==> config.mk <==
export PLATFORM = sky130hd
export DESIGN_NAME = two_set_membership_engine_top
export DESIGN_NICKNAME = d
export VERILOG_FILES = /design/src/rtl/tsme_pkg.sv /design/src/rtl/tsme_ram.sv /design/src/rtl/two_set_membership_engine_top.sv
export SDC_FILE = /design/constraint.sdc
export NUM_CORES = 2
export LEC_CHECK = 0
export BUFFER_PORTS_ARGS = -buffer_cell sky130_fd_sc_hd__buf_2
export CORE_UTILIZATION = 33
export CTS_CLUSTER_DIAMETER = 40
export CTS_CLUSTER_SIZE = 24
export DETAILED_ROUTE_END_ITERATION = 7
export HOLD_SLACK_MARGIN = 0.12
export PLACE_DENSITY = 0.54
export REMOVE_ABC_BUFFERS = 1
export SLEW_MARGIN = 5
export SYNTH_ARGS = -nofsm -noshare
export SYNTH_HDL_FRONTEND = slang
export SYNTH_SLANG_ARGS = --single-unit
==> constraint.sdc <==
create_clock -name clk -period 5.4 [get_ports clk]
set_clock_uncertainty 0.1 [all_clocks]
set_input_delay 0 -clock clk [delete_from_list [all_inputs] [get_ports clk]]
set_output_delay 0 -clock clk [all_outputs]
set_load 0.01 [all_outputs]
==> src/rtl/tsme_pkg.sv <==
// ----------------------------------------------------------------------------
// tsme_pkg
// shared types and constants for the two-set membership engine
// ----------------------------------------------------------------------------
package tsme_pkg;

    localparam int DATA_W           = 32;
    localparam int SET_CAPACITY_DEF = 16;
    localparam int MAX_RESULTS      = 32;
    localparam int COUNT_OUT_W      = 5;

    typedef enum logic [3:0] {
        OP_INSERT    = 4'd0,
        OP_MEMBER    = 4'd1,
        OP_CLEAR     = 4'd2,
        OP_UNION     = 4'd3,
        OP_INTERSECT = 4'd4,
        OP_A_MINUS_B = 4'd5,
        OP_SYMDIFF   = 4'd6,
        OP_SUBSET    = 4'd7,
        OP_EQUAL     = 4'd8
    } op_t;

    typedef enum logic [1:0] {
        STAT_OK   = 2'd0,
        STAT_DUP  = 2'd1,
        STAT_FULL = 2'd2
    } status_t;

    typedef enum logic [2:0] {
        S_IDLE,
        S_OUT_RD,
        S_OUT_LD,
        S_SCAN_RD,
        S_SCAN_CMP,
        S_DECIDE,
        S_RESULT
    } state_t;

endpackage

==> src/rtl/tsme_ram.sv <==
// ----------------------------------------------------------------------------
// tsme_ram
// generic single-write, single-read ram with registered read data
// ----------------------------------------------------------------------------
module tsme_ram #(
    parameter int WIDTH = 32,
    parameter int DEPTH = 16,
    localparam int AW   = (DEPTH > 1) ? $clog2(DEPTH) : 1
) (
    input  logic             clk,
    input  logic             we,
    input  logic [AW-1:0]    waddr,
    input  logic [WIDTH-1:0] wdata,
    input  logic [AW-1:0]    raddr,
    output logic [WIDTH-1:0] rdata
);

    logic [WIDTH-1:0] mem_reg [DEPTH];
    logic [WIDTH-1:0] rdata_reg;

    always_ff @(posedge clk)
    begin
        if (we)
        begin
            mem_reg[waddr] <= wdata;
        end
        rdata_reg <= mem_reg[raddr];
    end

    assign rdata = rdata_reg;

endmodule

==> src/rtl/two_set_membership_engine_top.sv <==
// ----------------------------------------------------------------------------
// two_set_membership_engine_top
// two bounded sets of distinct 32-bit integers with insert, membership,
// clear, union/intersection/difference/symmetric difference, subset, equal
// ----------------------------------------------------------------------------
// One command is taken when in_ready is high; in_ready stays low until the
// last result of that command has been loaded into the output register. All
// searching goes through a single 32-bit equality comparator against one slot
// ram read at a time, so time is set by the slot scan: a slot visit takes an
// address state and then a compare state. Insert and member scan the target
// set up to the first match; clear goes straight to its result. A set
// operation walks A checking each element against B, then for union and
// symmetric difference walks B against A, scanning the inner set again for
// each outer element. Subset and equal walk A against B and stop at the
// first miss. Operation codes 9 to 15 are taken and produce no result. Set
// results leave one element per transfer, A first, each in slot order, and
// the output side may stall at any time.
// ----------------------------------------------------------------------------
module two_set_membership_engine_top
    import tsme_pkg::*;
#(
    parameter int SET_CAPACITY = SET_CAPACITY_DEF
) (
    input  logic                     clk,
    input  logic                     rst_n,
    input  logic                     in_valid,
    output logic                     in_ready,
    input  logic [3:0]               operation,
    input  logic                     set_select,
    input  logic signed [DATA_W-1:0] value,
    output logic                     out_valid,
    input  logic                     out_ready,
    output logic signed [DATA_W-1:0] element,
    output logic                     has_element,
    output logic                     answer,
    output logic [1:0]               status,
    output logic [COUNT_OUT_W-1:0]   count_a,
    output logic [COUNT_OUT_W-1:0]   count_b,
    output logic                     last
);

    localparam int AW    = (SET_CAPACITY > 1) ? $clog2(SET_CAPACITY) : 1;
    localparam int CNT_W = $clog2(SET_CAPACITY + 1);
    localparam int KW    = $clog2(MAX_RESULTS + 1);

    state_t state_reg, state_next;

    op_t                op_reg, op_next;
    logic               scan_b_reg, scan_b_next;     // 1: inner set is B, outer is A
    logic [DATA_W-1:0]  key_reg, key_next;
    logic [CNT_W-1:0]   i_reg, i_next;
    logic [CNT_W-1:0]   j_reg, j_next;
    logic               found_reg, found_next;
    logic               pend_valid_reg, pend_valid_next;
    logic [DATA_W-1:0]  pend_elem_reg, pend_elem_next;
    logic [KW-1:0]      k_reg, k_next;
    logic               ans_reg, ans_next;
    status_t            stat_reg, stat_next;
    logic [CNT_W-1:0]   cnt_a_reg, cnt_a_next;
    logic [CNT_W-1:0]   cnt_b_reg, cnt_b_next;

    logic                   out_valid_reg, out_valid_next;
    logic [DATA_W-1:0]      out_elem_reg, out_elem_next;
    logic                   out_has_reg, out_has_next;
    logic                   out_ans_reg, out_ans_next;
    logic [1:0]             out_stat_reg, out_stat_next;
    logic [COUNT_OUT_W-1:0] out_cnt_a_reg, out_cnt_a_next;
    logic [COUNT_OUT_W-1:0] out_cnt_b_reg, out_cnt_b_next;
    logic                   out_last_reg, out_last_next;

    logic               in_xfer;
    logic               out_free;
    op_t                op_in;
    logic [CNT_W-1:0]   inner_cnt, outer_cnt, sel_cnt;
    logic [DATA_W-1:0]  a_rdata, b_rdata, inner_data, outer_data;
    logic [AW-1:0]      raddr;
    logic               a_we, b_we;
    logic [AW-1:0]      waddr;
    logic               match;
    logic               is_setop, is_walk, two_phase, emit;
    logic [CNT_W+COUNT_OUT_W-1:0] cnt_a_ext, cnt_b_ext;

    assign in_ready = (state_reg == S_IDLE);
    assign in_xfer  = in_valid && in_ready;
    assign out_free = !out_valid_reg || out_ready;
    assign op_in    = op_t'(operation);

    assign inner_cnt  = scan_b_reg ? cnt_b_reg : cnt_a_reg;
    assign outer_cnt  = scan_b_reg ? cnt_a_reg : cnt_b_reg;
    assign sel_cnt    = scan_b_reg ? cnt_b_reg : cnt_a_reg;
    assign inner_data = scan_b_reg ? b_rdata : a_rdata;
    assign outer_data = scan_b_reg ? a_rdata : b_rdata;
    assign match      = (inner_data == key_reg);

    // both rams share one read address: outer index while loading, else scan index
    assign raddr = (state_reg == S_OUT_RD) ? i_reg[AW-1:0] : j_reg[AW-1:0];
    assign waddr = sel_cnt[AW-1:0];

    assign is_setop  = (op_reg == OP_UNION) || (op_reg == OP_INTERSECT) ||
                       (op_reg == OP_A_MINUS_B) || (op_reg == OP_SYMDIFF);
    assign is_walk   = (op_reg == OP_SUBSET) || (op_reg == OP_EQUAL);
    assign two_phase = (op_reg == OP_UNION) || (op_reg == OP_SYMDIFF);

    // second pass (B against A) keeps only elements missing from A
    always_comb
    begin
        if (!scan_b_reg)
        begin
            emit = !found_reg;
        end
        else
        begin
            emit = (op_reg == OP_UNION) ||
                   ((op_reg == OP_INTERSECT) && found_reg) ||
                   (((op_reg == OP_A_MINUS_B) || (op_reg == OP_SYMDIFF)) && !found_reg);
        end
    end

    assign cnt_a_ext = {{COUNT_OUT_W{1'b0}}, cnt_a_reg};
    assign cnt_b_ext = {{COUNT_OUT_W{1'b0}}, cnt_b_reg};

    tsme_ram #(
        .WIDTH (DATA_W),
        .DEPTH (SET_CAPACITY)
    ) u_ram_a (
        .clk   (clk),
        .we    (a_we),
        .waddr (waddr),
        .wdata (key_reg),
        .raddr (raddr),
        .rdata (a_rdata)
    );

    tsme_ram #(
        .WIDTH (DATA_W),
        .DEPTH (SET_CAPACITY)
    ) u_ram_b (
        .clk   (clk),
        .we    (b_we),
        .waddr (waddr),
        .wdata (key_reg),
        .raddr (raddr),
        .rdata (b_rdata)
    );

    // next state
    always_comb
    begin
        state_next = state_reg;
        unique case (state_reg)
            S_IDLE:
            begin
                if (in_xfer)
                begin
                    unique case (op_in)
                        OP_INSERT, OP_MEMBER:
                            state_next = S_SCAN_RD;
                        OP_CLEAR:
                            state_next = S_RESULT;
                        OP_UNION, OP_INTERSECT, OP_A_MINUS_B, OP_SYMDIFF, OP_SUBSET:
                            state_next = S_OUT_RD;
                        OP_EQUAL:
                            state_next = (cnt_a_reg != cnt_b_reg) ? S_RESULT : S_OUT_RD;
                        default:
                            state_next = S_IDLE;
                    endcase
                end
            end
            S_OUT_RD:
            begin
                if (i_reg >= outer_cnt)
                begin
                    if (is_setop && scan_b_reg && two_phase)
                    begin
                        state_next = S_OUT_RD;
                    end
                    else
                    begin
                        state_next = S_RESULT;
                    end
                end
                else
                begin
                    state_next = S_OUT_LD;
                end
            end
            S_OUT_LD:
                state_next = S_SCAN_RD;
            S_SCAN_RD:
                state_next = (j_reg >= inner_cnt) ? S_DECIDE : S_SCAN_CMP;
            S_SCAN_CMP:
                state_next = match ? S_DECIDE : S_SCAN_RD;
            S_DECIDE:
            begin
                if (is_setop)
                begin
                    if (emit && pend_valid_reg && !out_free)
                    begin
                        state_next = S_DECIDE;
                    end
                    else if (emit && (k_reg == KW'(MAX_RESULTS - 1)))
                    begin
                        state_next = S_RESULT;
                    end
                    else
                    begin
                        state_next = S_OUT_RD;
                    end
                end
                else if (is_walk)
                begin
                    state_next = found_reg ? S_OUT_RD : S_RESULT;
                end
                else
                begin
                    state_next = S_RESULT;
                end
            end
            S_RESULT:
                state_next = out_free ? S_IDLE : S_RESULT;
            default:
                state_next = S_IDLE;
        endcase
    end

    // datapath and output register
    always_comb
    begin
        op_next         = op_reg;
        scan_b_next     = scan_b_reg;
        key_next        = key_reg;
        i_next          = i_reg;
        j_next          = j_reg;
        found_next      = found_reg;
        pend_valid_next = pend_valid_reg;
        pend_elem_next  = pend_elem_reg;
        k_next          = k_reg;
        ans_next        = ans_reg;
        stat_next       = stat_reg;
        cnt_a_next      = cnt_a_reg;
        cnt_b_next      = cnt_b_reg;
        a_we            = 1'b0;
        b_we            = 1'b0;

        out_valid_next  = out_valid_reg && !out_ready;
        out_elem_next   = out_elem_reg;
        out_has_next    = out_has_reg;
        out_ans_next    = out_ans_reg;
        out_stat_next   = out_stat_reg;
        out_cnt_a_next  = out_cnt_a_reg;
        out_cnt_b_next  = out_cnt_b_reg;
        out_last_next   = out_last_reg;

        unique case (state_reg)
            S_IDLE:
            begin
                if (in_xfer)
                begin
                    op_next         = op_in;
                    key_next        = value;
                    i_next          = '0;
                    j_next          = '0;
                    found_next      = 1'b0;
                    pend_valid_next = 1'b0;
                    k_next          = '0;
                    ans_next        = 1'b0;
                    stat_next       = STAT_OK;
                    unique case (op_in)
                        OP_INSERT, OP_MEMBER:
                            scan_b_next = set_select;
                        OP_CLEAR:
                        begin
                            if (set_select)
                            begin
                                cnt_b_next = '0;
                            end
                            else
                            begin
                                cnt_a_next = '0;
                            end
                        end
                        default:
                            scan_b_next = 1'b1;
                    endcase
                end
            end
            S_OUT_RD:
            begin
                if (i_reg >= outer_cnt)
                begin
                    if (is_setop && scan_b_reg && two_phase)
                    begin
                        scan_b_next = 1'b0;
                        i_next      = '0;
                    end
                    else if (is_walk)
                    begin
                        ans_next = 1'b1;
                    end
                end
            end
            S_OUT_LD:
            begin
                key_next = outer_data;
                j_next   = '0;
            end
            S_SCAN_RD:
            begin
                if (j_reg >= inner_cnt)
                begin
                    found_next = 1'b0;
                end
            end
            S_SCAN_CMP:
            begin
                if (match)
                begin
                    found_next = 1'b1;
                end
                else
                begin
                    j_next = j_reg + 1'b1;
                end
            end
            S_DECIDE:
            begin
                if (is_setop)
                begin
                    if (!(emit && pend_valid_reg && !out_free))
                    begin
                        i_next = i_reg + 1'b1;
                        if (emit)
                        begin
                            // previous element is known not to be the last one now
                            if (pend_valid_reg)
                            begin
                                out_valid_next = 1'b1;
                                out_elem_next  = pend_elem_reg;
                                out_has_next   = 1'b1;
                                out_ans_next   = 1'b0;
                                out_stat_next  = STAT_OK;
                                out_cnt_a_next = cnt_a_ext[COUNT_OUT_W-1:0];
                                out_cnt_b_next = cnt_b_ext[COUNT_OUT_W-1:0];
                                out_last_next  = 1'b0;
                            end
                            pend_valid_next = 1'b1;
                            pend_elem_next  = key_reg;
                            k_next          = k_reg + 1'b1;
                        end
                    end
                end
                else if (is_walk)
                begin
                    i_next = i_reg + 1'b1;
                end
                else if (op_reg == OP_MEMBER)
                begin
                    ans_next = found_reg;
                end
                else
                begin
                    // insert: duplicate wins over full
                    if (found_reg)
                    begin
                        stat_next = STAT_DUP;
                    end
                    else if (sel_cnt >= CNT_W'(SET_CAPACITY))
                    begin
                        stat_next = STAT_FULL;
                    end
                    else
                    begin
                        ans_next = 1'b1;
                        if (scan_b_reg)
                        begin
                            b_we       = 1'b1;
                            cnt_b_next = cnt_b_reg + 1'b1;
                        end
                        else
                        begin
                            a_we       = 1'b1;
                            cnt_a_next = cnt_a_reg + 1'b1;
                        end
                    end
                end
            end
            S_RESULT:
            begin
                if (out_free)
                begin
                    out_valid_next = 1'b1;
                    out_cnt_a_next = cnt_a_ext[COUNT_OUT_W-1:0];
                    out_cnt_b_next = cnt_b_ext[COUNT_OUT_W-1:0];
                    out_last_next  = 1'b1;
                    if (is_setop)
                    begin
                        out_elem_next = pend_valid_reg ? pend_elem_reg : '0;
                        out_has_next  = pend_valid_reg;
                        out_ans_next  = 1'b0;
                        out_stat_next = STAT_OK;
                    end
                    else
                    begin
                        out_elem_next = '0;
                        out_has_next  = 1'b0;
                        out_ans_next  = ans_reg;
                        out_stat_next = stat_reg;
                    end
                end
            end
            default:
            begin
                op_next = op_reg;
            end
        endcase
    end

    always_ff @(posedge clk or negedge rst_n)
    begin
        if (!rst_n)
        begin
            state_reg     <= S_IDLE;
            cnt_a_reg     <= '0;
            cnt_b_reg     <= '0;
            out_valid_reg <= 1'b0;
        end
        else
        begin
            state_reg     <= state_next;
            cnt_a_reg     <= cnt_a_next;
            cnt_b_reg     <= cnt_b_next;
            out_valid_reg <= out_valid_next;
        end
    end

    always_ff @(posedge clk)
    begin
        op_reg         <= op_next;
        scan_b_reg     <= scan_b_next;
        key_reg        <= key_next;
        i_reg          <= i_next;
        j_reg          <= j_next;
        found_reg      <= found_next;
        pend_valid_reg <= pend_valid_next;
        pend_elem_reg  <= pend_elem_next;
        k_reg          <= k_next;
        ans_reg        <= ans_next;
        stat_reg       <= stat_next;
        out_elem_reg   <= out_elem_next;
        out_has_reg    <= out_has_next;
        out_ans_reg    <= out_ans_next;
        out_stat_reg   <= out_stat_next;
        out_cnt_a_reg  <= out_cnt_a_next;
        out_cnt_b_reg  <= out_cnt_b_next;
        out_last_reg   <= out_last_next;
    end

    assign out_valid   = out_valid_reg;
    assign element     = out_elem_reg;
    assign has_element = out_has_reg;
    assign answer      = out_ans_reg;
    assign status      = out_stat_reg;
    assign count_a     = out_cnt_a_reg;
    assign count_b     = out_cnt_b_reg;
    assign last        = out_last_reg;

endmodule

==> flow_summary.json <==
{
  "fin_nets": 2661,
  "static-leakage-power_nw": 18.6,
  "yosysSeqAreaShare_pct": 77.1,
  "yosys.area_share.simple_pct": 3.14,
  "multiInputGateArea_um2": 10500,
  "crit_path_end_kind": "flip-flop",
  "synthArstFlopShare_pct": 1.13,
  "wl_met1_um": 54200,
  "grt_pass1_vias": 24500,
  "whs_path_depth": 4,
  "status": "completed",
  "total_power_mw": 33.2,
  "critPathMaxStageDelay_ns": 1.00,
  "track_usage_pct": 16.7,
  "antenna_left": 0,
  "root_buffer": "clkbuf_16",
  "rr_worst_depth": 8,
  "slew_violations": 0,
  "ys.warnings.count": 0,
  "met2_length_um": 55200,
  "synth_flop_cell": "edfxtp_1",
  "die_w_um": 381,
  "cts_sinks": 1239,
  "gp_congestion": 0.852,
  "grt_pass1_wl_um": 174000,
  "num-fill-cells": 12600,
  "rrSetupSlack_ns": 0.96,
  "crit_type": "reg -> reg",
  "die_area_um2": 145000,
  "top_level_ports": 90,
  "antenna_cells": 0,
  "synth_top_family_by_area": "multiplexers",
  "start_util_pct": 33.4,
  "layout.area.seq_um2": 36500,
  "clk-insertion-delay-late_ns": 0.79,
  "cpLargestDelayFamily": "simple AND/OR/NAND/NOR gates",
  "crit_arrival_ns": 4.72,
  "cts_tree": "built",
  "path_cells": "nor2b_1 > nand2_1 > buf_4 > inv_2 > o2111ai_2 > nor4b_2 > nand2_1 > nor2_4",
  "clkPwrFrac_pct": 30.9,
  "hold_path_class": "in -> reg",
  "port_buffers": 89,
  "grt_overflow_total": 0,
  "r2r-end": "u_ram_b.mem_reg[0][26]",
  "path_max_fanout": 32,
  "cp-start-kind": "flip-flop",
  "top_layer": "met4",
  "vias_per_cell": 5.15,
  "setup_viol_count_final": 0,
  "internal-power_mw": 22.1,
  "irDropWorstVdd_v": 0.000742,
  "rsz0062_at_grt": "false",
  "maxCapViolations": 0,
  "holdWs_ns": 0.189,
  "placed_area_um2": 50800,
  "whs_endpoint": "scan_b_reg",
  "critical_path_required_ns": 5.68,
  "cts-resized-gates": 0,
  "clkSlewWorstSetupHoldPaths_ns": 0.06,
  "firstDrtPassIters": 5,
  "numCtsBuffers": 148,
  "dp_hpwl_um": 71800,
  "place_ws_ns": 1.07,
  "drive_gt1_share_pct": 27.9,
  "post_cts_buffers": 0,
  "worst_slack_ns": 0.956,
  "ys_seq_elements": 1239,
  "hold_violations": 0,
  "rows": 138,
  "seqPwrFrac_pct": 38.8,
  "worst_path_most_repeated_cell": "nand2_1",
  "hold_start": "operation[3]",
  "rr_startpoint": "state_reg[0]",
  "met3_length_um": 8900,
  "antenna_found_initial": 4,
  "dr_total_vias": 23800,
  "switching_share_pct": 33.3,
  "fmax_mhz": 225,
  "postLayoutCellArea_um2": 56800,
  "fin_crit_sh_pct": 82.3,
  "power_density_nw_per_um2": 584,
  "final_cell_mix": "1161 x edfxtp_1, 256 x mux4_2, 149 x clkbuf_16, 128 x a22oi_1, 128 x nand2_1",
  "cts_max_level": 4,
  "routed_wl_um": 121000,
  "finalCriticalPeriod_ns": 4.44,
  "ys_types": 61,
  "synthXorXnorAreaFrac_pct": 0.870,
  "synth_mux_area_share_pct": 13.9,
  "critPathBufInv": 2,
  "synth_fa_ha_area_share_pct": 0.396,
  "synth-edff-count": 1161,
  "worstMarginPinSlew_ns": 1.18,
  "final_common_cell": "edfxtp_1",
  "syn_area_um2": 47300,
  "synthToLayoutAreaGrowth_pct": 19.9,
  "synth-compound-area-share_pct": 3.30,
  "switchingPower_mw": 11.0,
  "syn_area_per_cell_um2": 20.6,
  "drc": 0,
  "crit_slowest_cell": "nor2_4",
  "die_y_um": 381,
  "wl_per_cell_um": 26.1,
  "fp.coreArea_um2": 142000,
  "netlist_instances": 2302,
  "drt_iter0_drc": 2613,
  "cts_max_path_buffers": 3,
  "pwr-share-comb_pct": 30.2,
  "slew_headroom_pct": 21.1,
  "grt_max_degree": 101
}
## layout make-up
type                            count  area share (%)
Clock buffer                      166            6.79
Multi-Input combinational cell    941            18.6
Clock inverter                    111            2.34
Sequential cell                  1239            64.3
Tap cell                         1890            4.17
Timing Repair Buffer              265            3.78
Inverter                           10          0.0661
## cells in the mapped netlist (4+ instances only)
| library cell | count | share of area, % |
|---|---|---|
| mux4_2 | 256 | 12 |
| edfxtp_1 | 1161 | 74 |
| nand2b_1 | 5 | 0.066 |
| buf_2 | 42 | 0.44 |
| mux2i_1 | 75 | 1.6 |
| o211ai_1 | 4 | 0.063 |
| nand2_1 | 131 | 1.0 |
| nor2_1 | 66 | 0.52 |
| nor4_1 | 10 | 0.13 |
| ha_1 | 15 | 0.40 |
| a21oi_1 | 18 | 0.19 |
| and2_1 | 41 | 0.54 |
| or2_2 | 5 | 0.066 |
| nand3b_1 | 5 | 0.079 |
| o21ai_0 | 46 | 0.49 |
| dfxtp_1 | 64 | 2.7 |
| mux2_2 | 6 | 0.14 |
| nor2b_1 | 8 | 0.11 |
| a22o_1 | 4 | 0.074 |
| xnor2_1 | 35 | 0.65 |
| inv_1 | 9 | 0.071 |
| nand4_1 | 4 | 0.053 |
| a22oi_1 | 128 | 2.0 |
| nand3_1 | 15 | 0.16 |
| buf_4 | 25 | 0.40 |
| xor2_1 | 12 | 0.22 |
| dfrtp_1 | 14 | 0.74 |
| clkbuf_1 | 41 | 0.33 |
| nor3_1 | 10 | 0.11 |
| o21a_1 | 4 | 0.063 |
## logic make-up (layout without fill, tap and decap cells)
logic type | count (synthesis) | in the layout
DFF | 1239 | 1239
muxes | 337 | 337
and+or+nand+nor | 316 | 316
AOI/OAI and AO/OA | 226 | 226
buffers and inverters | 122 | 552
xor gates and xnor gates | 47 | 47
adders and majority gates | 15 | 15
## worst max path at each step
stage,startpoint,endpoint,slack [ns],cells past startpoint
after floorplan,state_reg[2],u_ram_b.rdata[23],-10.66,6
after global placement,state_reg[0],u_ram_b.mem_reg[0][4],1.09,8
after detailed placement,state_reg[0],u_ram_b.mem_reg[0][24],1.07,8
after CTS,state_reg[0],u_ram_b.mem_reg[0][26],1.02,8
after global routing,state_reg[0],u_ram_b.mem_reg[0][26],0.70,8
final,state_reg[0],u_ram_b.mem_reg[0][26],0.96,8
## repair_timing
action	4_1_cts	5_1_grt
endpoints found under the hold margin	109	0
setup endpoints to repair	0	0
hold buffers	82	0
## tightest hold or removal path, cell delays in order
cell	delay (ns)
dlygate4sd3_1	0.53
buf_2	0.17
nor2_1	0.09
a21oi_1	0.14
## power by group through the flow
stage,clock [mW],sequential (mW),combinational (mW)
after floorplan,0,13.4,4.58
after global placement,0,13.1,9.99
after detailed placement,0,13.1,10.2
after CTS,10.5,12.9,10.2
after global routing,10.8,12.9,10.8
final,10.3,12.9,10.0
## per-stage QoR
stage	util (%)	setup TNS [ns]	cells
final	40.0	0	4622
after global routing	40.0	0	4622
after CTS	40.0	0	4622
after detailed placement	35.8	0	4263
after global placement	35.8	0	4263
after floorplan	-	-734.16	2190
## layer usage
metal	up-vias	track usage, %
li1	10100	-
met1	12600	23.9
met2	870	25.4
met3	164	4.13
met4	0	4.26
met5	-	0
Power figures use the tool's default switching activity.
